<file path="src/rtl/lfctp_pkg.sv">
`timescale 1ns / 1ps
`default_nettype none

package lfctp_pkg;

	// command codes on the input channel
	localparam logic [1:0] CMD_TICK        = 2'd0;
	localparam logic [1:0] CMD_LOAD_NORMAL = 2'd1;
	localparam logic [1:0] CMD_LOAD_FAST   = 2'd2;

	// configuration register indexes
	localparam logic REG_PARSE_ERROR = 1'b0;
	localparam logic REG_LEVEL_COUNT = 1'b1;

	localparam logic [3:0] LEVEL_COUNT_RESET = 4'd15;

	// temperature limits in 0.1 C
	localparam logic signed [11:0] TEMP_HOT_LATCH = 12'sd410;
	localparam logic signed [11:0] TEMP_FAST_OFF  = 12'sd420;

	// current steps in mA
	localparam logic [15:0] CUR_SUB_A_MIN = 16'd5450;
	localparam logic [15:0] CUR_SUB_A     = 16'd3300;
	localparam logic [15:0] CUR_SUB_B_MIN = 16'd3950;
	localparam logic [15:0] CUR_SUB_B     = 16'd1800;
	localparam logic [15:0] CUR_SUB_C_MIN = 16'd3150;
	localparam logic [15:0] CUR_STEP_2000 = 16'd2000;
	localparam logic [15:0] CUR_SUB_D     = 16'd1000;
	localparam logic [15:0] CUR_FLOOR     = 16'd2150;
	localparam logic [15:0] CUR_ADD_MAX   = 16'd10200;
	localparam logic [15:0] CUR_CEILING   = 16'd12200;

	// fast-table adjustment selected from soc and board temperature
	typedef enum logic [2:0] {
		ADJ_NONE,
		ADJ_SUB_A,
		ADJ_SUB_B,
		ADJ_SUB_C,
		ADJ_SUB_D,
		ADJ_ADD
	} adj_mode_t;

	typedef struct packed {
		logic      vote;
		logic      use_fast;
		adj_mode_t adj;
		logic      fast_held;
	} tick_ctl_t;

endpackage

`default_nettype wire

</file>
<file path="src/rtl/lfctp_ram.sv">
`timescale 1ns / 1ps
`default_nettype none

module lfctp_ram #(
	parameter int WIDTH = 16,
	parameter int DEPTH = 16
) (
	input  wire logic                     clk,
	input  wire logic                     we,
	input  wire logic [$clog2(DEPTH)-1:0] waddr,
	input  wire logic [WIDTH-1:0]         wdata,
	input  wire logic                     re,
	input  wire logic [$clog2(DEPTH)-1:0] raddr,
	output logic      [WIDTH-1:0]         rdata
);

	logic [WIDTH-1:0] mem_q [DEPTH];

	always_ff @(posedge clk) begin
		if (we) begin
			mem_q[waddr] <= wdata;
		end
		if (re) begin
			rdata <= mem_q[raddr];
		end
	end

endmodule

`default_nettype wire

</file>
<file path="src/rtl/low_fast_charge_thermal_policy_unit.sv">
`timescale 1ns / 1ps
`default_nettype none

// Fast-charge current policy. A transaction is either a table load (normal or fast
// table, one entry of LEVEL_SLOTS) or a monitor tick; every transaction yields one
// result transaction. One transaction is accepted per cycle while in_stall is low, and
// its result passes the table read register and then the output register: the
// accepting edge launches the synchronous read of the current tables, and the edge
// at which the output advances adds the soc and temperature step and loads the output
// register. Screen phase, hot latch and fast-mode state live in flip-flops and are
// updated at the accepting edge of a tick that applies the policy. Tables come out of
// reset unwritten and need no clearing pass; a tick must only select entries that were
// loaded. Configuration may be written only while idle.
module low_fast_charge_thermal_policy_unit #(
	parameter int LEVEL_SLOTS = 16
) (
	input  wire logic               clk,
	input  wire logic               arst_n,
	input  wire logic               cfg_write_en,
	input  wire logic               cfg_index,
	input  wire logic [3:0]         cfg_data,
	input  wire logic               in_valid,
	output logic                    in_stall,
	input  wire logic [1:0]         cmd,
	input  wire logic [3:0]         table_index,
	input  wire logic [15:0]        table_value,
	input  wire logic [6:0]         soc,
	input  wire logic signed [4:0]  temp_level,
	input  wire logic signed [11:0] board_temp,
	input  wire logic               pps_active,
	input  wire logic               plugin_flag,
	input  wire logic               low_fast_enabled,
	input  wire logic               screen_black,
	input  wire logic [31:0]        now_seconds,
	output logic                    out_valid,
	input  wire logic               out_stall,
	output logic                    vote_valid,
	output logic [15:0]             current_limit,
	output logic                    fast_mode
);

	import lfctp_pkg::*;

	localparam int SW = $clog2(LEVEL_SLOTS);

	localparam logic [1:0] PHASE_NORMAL = 2'd0;
	localparam logic [1:0] PHASE_BLACK  = 2'd1;
	localparam logic [1:0] PHASE_WAKE   = 2'd2;
	localparam logic [1:0] PHASE_BRIGHT = 2'd3;

	logic              parse_error_q;
	logic [3:0]        level_count_q;
	logic [1:0]        screen_phase_q;
	logic [31:0]       bright_since_q;
	logic signed [4:0] previous_level_q;
	logic              hot_latch_q;
	logic              fast_held_q;

	logic              vld_s1;
	tick_ctl_t         ctl_s1;

	logic              accept;
	logic              advance;
	logic              tick;
	logic              lvl_pos;
	logic              eligible;
	logic              policy;
	logic [SW-1:0]     slot;
	logic              load_normal;
	logic              load_fast;
	logic [SW-1:0]     waddr;
	logic [1:0]        phase_next;
	logic              fast_screen;
	logic              fast_final;
	logic              hot_set;
	logic              hot_hold;
	adj_mode_t         adj;
	tick_ctl_t         ctl_next;
	logic [15:0]       normal_rd;
	logic [15:0]       fast_rd;
	logic [15:0]       fast_adj;

	assign advance  = !out_valid || !out_stall;
	assign in_stall = vld_s1 && !advance;
	assign accept   = in_valid && !in_stall;

	// table write and read addresses
	always_comb begin
		waddr = SW'(table_index);
		if (temp_level[4]) begin
			slot = '0;
		end else if ({2'b00, temp_level[3:0]} > 6'(LEVEL_SLOTS - 1)) begin
			slot = SW'(LEVEL_SLOTS - 1);
		end else begin
			slot = SW'(temp_level[3:0]);
		end
	end

	assign load_normal = accept && cmd == CMD_LOAD_NORMAL
		&& {2'b00, table_index} < 6'(LEVEL_SLOTS);
	assign load_fast   = accept && cmd == CMD_LOAD_FAST
		&& {2'b00, table_index} < 6'(LEVEL_SLOTS);

	lfctp_ram #(.WIDTH(16), .DEPTH(LEVEL_SLOTS)) u_normal_ram (
		.clk  (clk),
		.we   (load_normal),
		.waddr(waddr),
		.wdata(table_value),
		.re   (accept),
		.raddr(slot),
		.rdata(normal_rd)
	);

	lfctp_ram #(.WIDTH(16), .DEPTH(LEVEL_SLOTS)) u_fast_ram (
		.clk  (clk),
		.we   (load_fast),
		.waddr(waddr),
		.wdata(table_value),
		.re   (accept),
		.raddr(slot),
		.rdata(fast_rd)
	);

	// tick decision on the scalar state
	always_comb begin
		tick     = accept && cmd == CMD_TICK;
		lvl_pos  = !temp_level[4] && temp_level != 5'sd0;
		eligible = pps_active && soc <= 7'd40 && plugin_flag && low_fast_enabled;
		policy   = tick && lvl_pos && eligible && !parse_error_q
			&& !(temp_level[3:0] > level_count_q);

		if (screen_phase_q <= PHASE_BLACK && !screen_black) begin
			phase_next  = PHASE_WAKE;
			fast_screen = 1'b1;
		end else if (!screen_black) begin
			phase_next  = PHASE_BRIGHT;
			fast_screen = (now_seconds - bright_since_q) <= 32'd10;
		end else begin
			phase_next  = PHASE_BLACK;
			fast_screen = 1'b1;
		end

		hot_set  = previous_level_q == 5'sd8 && temp_level == 5'sd7
			&& board_temp > TEMP_HOT_LATCH;
		hot_hold = !hot_set && previous_level_q == 5'sd7
			&& (temp_level == 5'sd7 || temp_level == 5'sd8)
			&& hot_latch_q && board_temp > TEMP_HOT_LATCH;
		fast_final = fast_screen && !hot_set && !hot_hold
			&& !(board_temp > TEMP_FAST_OFF);

		if (soc > 7'd38 && board_temp > 12'sd380) begin
			adj = ADJ_SUB_A;
		end else if (soc > 7'd35 && board_temp > 12'sd390) begin
			adj = ADJ_SUB_B;
		end else if (soc > 7'd30 && board_temp > 12'sd409) begin
			adj = ADJ_SUB_C;
		end else if (soc < 7'd30 && board_temp > 12'sd409) begin
			adj = ADJ_SUB_D;
		end else if (soc > 7'd30 && soc < 7'd39 && board_temp < 12'sd389) begin
			adj = ADJ_ADD;
		end else if (soc <= 7'd30 && board_temp < 12'sd366) begin
			adj = ADJ_ADD;
		end else begin
			adj = ADJ_NONE;
		end

		ctl_next.vote      = tick && (!lvl_pos || eligible);
		ctl_next.use_fast  = policy && fast_final;
		ctl_next.adj       = adj;
		ctl_next.fast_held = policy ? fast_final : fast_held_q;
	end

	always_ff @(posedge clk or negedge arst_n) begin
		if (!arst_n) begin
			parse_error_q    <= 1'b0;
			level_count_q    <= LEVEL_COUNT_RESET;
			screen_phase_q   <= PHASE_NORMAL;
			bright_since_q   <= '0;
			previous_level_q <= '0;
			hot_latch_q      <= 1'b0;
			fast_held_q      <= 1'b0;
		end else begin
			if (cfg_write_en) begin
				unique case (cfg_index)
					REG_PARSE_ERROR: parse_error_q <= cfg_data[0];
					REG_LEVEL_COUNT: level_count_q <= cfg_data;
					default: ;
				endcase
			end
			if (policy) begin
				screen_phase_q   <= phase_next;
				if (screen_phase_q <= PHASE_BLACK && !screen_black) begin
					bright_since_q <= now_seconds;
				end
				hot_latch_q      <= hot_set || hot_hold;
				fast_held_q      <= fast_final;
				previous_level_q <= temp_level;
			end
		end
	end

	// table read in flight
	always_ff @(posedge clk or negedge arst_n) begin
		if (!arst_n) begin
			vld_s1 <= 1'b0;
		end else if (accept) begin
			vld_s1 <= 1'b1;
		end else if (advance) begin
			vld_s1 <= 1'b0;
		end
	end

	always_ff @(posedge clk) begin
		if (accept) begin
			ctl_s1 <= ctl_next;
		end
	end

	// soc and temperature step on the fast entry
	always_comb begin
		case (ctl_s1.adj)
			ADJ_SUB_A: fast_adj = (fast_rd >= CUR_SUB_A_MIN) ? fast_rd - CUR_SUB_A : CUR_FLOOR;
			ADJ_SUB_B: fast_adj = (fast_rd >= CUR_SUB_B_MIN) ? fast_rd - CUR_SUB_B : CUR_FLOOR;
			ADJ_SUB_C: fast_adj = (fast_rd >= CUR_SUB_C_MIN) ? fast_rd - CUR_STEP_2000
				: CUR_FLOOR;
			ADJ_SUB_D: fast_adj = (fast_rd >= CUR_SUB_C_MIN) ? fast_rd - CUR_SUB_D : CUR_FLOOR;
			ADJ_ADD:   fast_adj = (fast_rd <= CUR_ADD_MAX) ? fast_rd + CUR_STEP_2000
				: CUR_CEILING;
			default:   fast_adj = fast_rd;
		endcase
	end

	always_ff @(posedge clk or negedge arst_n) begin
		if (!arst_n) begin
			out_valid <= 1'b0;
		end else if (advance) begin
			out_valid <= vld_s1;
		end
	end

	always_ff @(posedge clk) begin
		if (advance && vld_s1) begin
			vote_valid <= ctl_s1.vote;
			fast_mode  <= ctl_s1.fast_held;
			if (!ctl_s1.vote) begin
				current_limit <= '0;
			end else if (ctl_s1.use_fast) begin
				current_limit <= fast_adj;
			end else begin
				current_limit <= normal_rd;
			end
		end
	end

endmodule

`default_nettype wire

</file>
<file path="config.mk">
export PLATFORM = sky130hd
export DESIGN_NAME = low_fast_charge_thermal_policy_unit
export DESIGN_NICKNAME = d
export VERILOG_FILES = /design/src/rtl/lfctp_pkg.sv /design/src/rtl/lfctp_ram.sv /design/src/rtl/low_fast_charge_thermal_policy_unit.sv
export SDC_FILE = /design/constraint.sdc
export NUM_CORES = 1
export LEC_CHECK = 0
export ABC_CLOCK_PERIOD_IN_PS = 3500
export BUFFER_PORTS_ARGS = -buffer_cell sky130_fd_sc_hd__buf_4
export CAP_MARGIN = 20
export CORE_MARGIN = 4
export CORE_UTILIZATION = 62
export CTS_CLUSTER_DIAMETER = 150
export DETAILED_ROUTE_END_ITERATION = 8
export PLACE_DENSITY = 0.8
export REMOVE_ABC_BUFFERS = 1
export SLEW_MARGIN = 20
export SYNTH_ARGS = -nofsm -noshare
export SYNTH_HDL_FRONTEND = slang
export SYNTH_SLANG_ARGS = --single-unit
export TNS_END_PERCENT = 10
</file>
<file path="constraint.sdc">
create_clock -name clk -period 3.5 [get_ports clk]
set_input_delay 0.175 -clock clk [delete_from_list [all_inputs] [get_ports clk]]
set_output_delay 0.175 -clock clk [all_outputs]
set_load 0.02 [all_outputs]
</file>
==> metrics.txt <==
FFs w/ async S/R, synth 7.642%; commonest non-fill, non-tap cell in the layout edfxtp_1; RSZ-0062 raised after global routing no; CP Capture Point current_limit[14]$_SDFFCE_PN0P_; Starting DRT DRC Count 2856; Mapped Area 0.02849 mm^2; Tmin final 3.265 ns; global-route wire length before repair 117100 um; Setup crit end kind flop; Die ar. 0.04945 mm^2; share of cells above drive strength 1 17.74%; leakage 11.81 nW; Final ANT Viol Nets 0; largest net degree at the start of global routing 100; initial antenna violation count 1; vias in the first global route 19330; total clock buffers created by CTS 60; gr usage total 30.39%; Synth Instances 2237; Synth Area per Inst 12.74 um^2; post-route insts no fill 3073; Setup Fix Bufs, Post-CTS 0; worst relative slew slack 40.60%; Netlist cell types 97; # setup viols final 0; IO Pins 112; Top FF cell, synth edfxtp_1; Die X 222.4 um; Post-DP Area 0.03026 mm^2; area grow syn2layout 15.42%; Final Max Tran Viols 0; Peak Freq 306.3 MHz; drt drc 0; Post-layout nets 2561; Worst Hold Class in -> reg; placed cells 2895; Die H 222.4 um; sequential area share after synthesis 64.01%; Via density 6.533; outcome finished, final reports clean; core footprint 0.04538 mm^2; FF-to-FF Start u_fast_ram.rdata[4]$_DFFE_PP_; CTS tree built; DP Wirelength 48760 um; Max VDD drop 0.0004371 V; Initial Util 62.79%; vias after detailed routing 20080; post-route clock skew 0.01824 ns; site row count 78; Slew @ Worst Pin 0.8910 ns; most frequent cells in the layout edfxtp_1, o21ai_0, a21oi_1; critical path class reg -> reg; Clk Latency, worst-skew pair 0.63 ns; CTS clk-pin slew, worst paths 0.06 ns; H-tree levels 2; 1st-pass router iterations 5; Reg2Reg Capture Point current_limit[14]$_SDFFCE_PN0P_; cells on worst reg2reg path 12; clock sinks 615; hold_ws 0.04716 ns; R2R setup slack 0.24 ns; CP Data Required Time 3.94 ns; Worst Path Arrival 3.71 ns; Startpoint Class flop; Total Wirelength 76840 um; clock buffer depth 3; Max-cap violations 0; CTS Root Cell clkbuf_16; RePlAce Congestion 0.9178; # port buffers 111; final hold vios 0; Routed WL per cell 25.01 um; DP Worst Slack 0.3309 ns; crit path from u_fast_ram.rdata[4]$_DFFE_PP_; Yosys reg bits 615; total gr overflow 0; post-layout worst setup margin 0.2354 ns; fin crit share 93.27%; final instance area 0.03289 mm^2; Synth warnings 0; Crit Path Max Fanout 9; power per cell area 493.0 mW/mm^2; EDFF count, synth 568; fillcell total 2906
[report_power, final]
group | total, mW | switching, mW | leakage (nW) | internal [mW]
combinational | 1.56 | 0.989 | 5.21 | 0.566
sequential | 8.21 | 0.0634 | 5.62 | 8.14
clock | 6.45 | 2.72 | 0.969 | 3.73
total | 16.2 | 3.78 | 11.8 | 12.4
[cells in the mapped netlist (all sizes together) (15+ instances only)]
master  number  share of area, %
a31oi       39              0.86
a211oi      17              0.51
a21oi      188               3.3
nand4       17              0.37
nor2b       17              0.37
inv         65              0.86
a311oi      33               1.0
mux2i      102               3.6
mux2       112               4.4
o22ai       17              0.37
clkbuf      80               1.1
nand2      169               2.2
buf         56              0.88
a32o        34               1.2
xnor2       15              0.46
nor2       127               1.7
ha          47               2.1
edfxtp     568                60
o21ai      209               3.7
nand2b      21              0.46
nor3        25              0.47
nand3       58               1.0
dfrtp       43               3.8
[area by class of cell]
class	count	area, um^2	share of cell area, %
clock inverters	29	300.3	0.9131
clock buffers	81	1674	5.091
diodes	4	10.01	0.03044
flip-flops and latches	615	18240	55.46
well taps	600	750.7	2.283
inverters	66	247.7	0.7533
multi-input cells	1420	9478	28.82
repair buffers	258	2188	6.654
[through the flow]
step | util (%) | setup TNS, ns | power, mW
floorplan | - | -4.783 | 9.089
global placement | 66.68 | 0 | 9.792
detailed placement | 66.68 | 0 | 9.816
CTS | 72.45 | 0 | 16.25
global route | 72.45 | 0 | 16.71
finish | 72.47 | 0 | 16.21
[cell families after synthesis]
| kind of cell | after synthesis | synth area share [%] |
|---|---|---|
| AOI/OAI and AO/OA | 629 | 13.71 |
| xor gates and xnor gates | 24 | 0.7377 |
| adders and majority gates | 48 | 2.134 |
| buffers and inverters | 202 | 2.845 |
| DFF | 615 | 64.01 |
| muxes | 214 | 8.009 |
| and+or+nand+nor | 505 | 8.554 |
[worst min path at each step]
stage,start,endpoint,depth (start not counted)
5_1_grt,soc[5],ctl_s1[3]$_SDFFCE_PP0P_,4
3_3_place_gp,arst_n,bright_since_q[2]$_DFFE_PN0P_,1
3_5_place_dp,arst_n,bright_since_q[29]$_DFFE_PN0P_,1
6_report,soc[5],ctl_s1[3]$_SDFFCE_PP0P_,4
4_1_cts,soc[5],ctl_s1[3]$_SDFFCE_PP0P_,4
2_1_floorplan,arst_n,bright_since_q[0]$_DFFE_PN0P_,0
[registers in the layout, summed over array words and instances, names as in the netlist, 4 cells and up]
signal,count
u_fast_ram.mem_q,256
u_normal_ram.mem_q,256
bright_since_q,32
current_limit,16
u_fast_ram.rdata,16
u_normal_ram.rdata,16
ctl_s1,6
previous_level_q,5
level_count_q,4
[critical path, cell delays in order, from the launching register on]
cell,delay (ns)
edfxtp_1,0.51
inv_1,0.25
ha_1,0.18
and4bb_1,0.23
a41oi_1,0.13
a211oi_1,0.52
o21ai_2,0.21
buf_4,0.24
o31ai_1,0.35
nor3_1,0.07
o21ai_0,0.09
nand3_1,0.10
a21oi_1,0.21
[metal layers]
layer | track usage [%] | wire length (um)
met1 | 44.16 | 30720
met2 | 48.39 | 36000
met3 | 5.536 | 8041
met4 | 7.835 | 2062
met5 | 0 | 17
[timing repair]
action                                  CTS  global route
hold buffers                             64             0
endpoints found under the setup margin    0             0
resized for setup                         0             0
hold endpoints to repair                504             0
No activity file was read; power rests on OpenSTA's default activity.
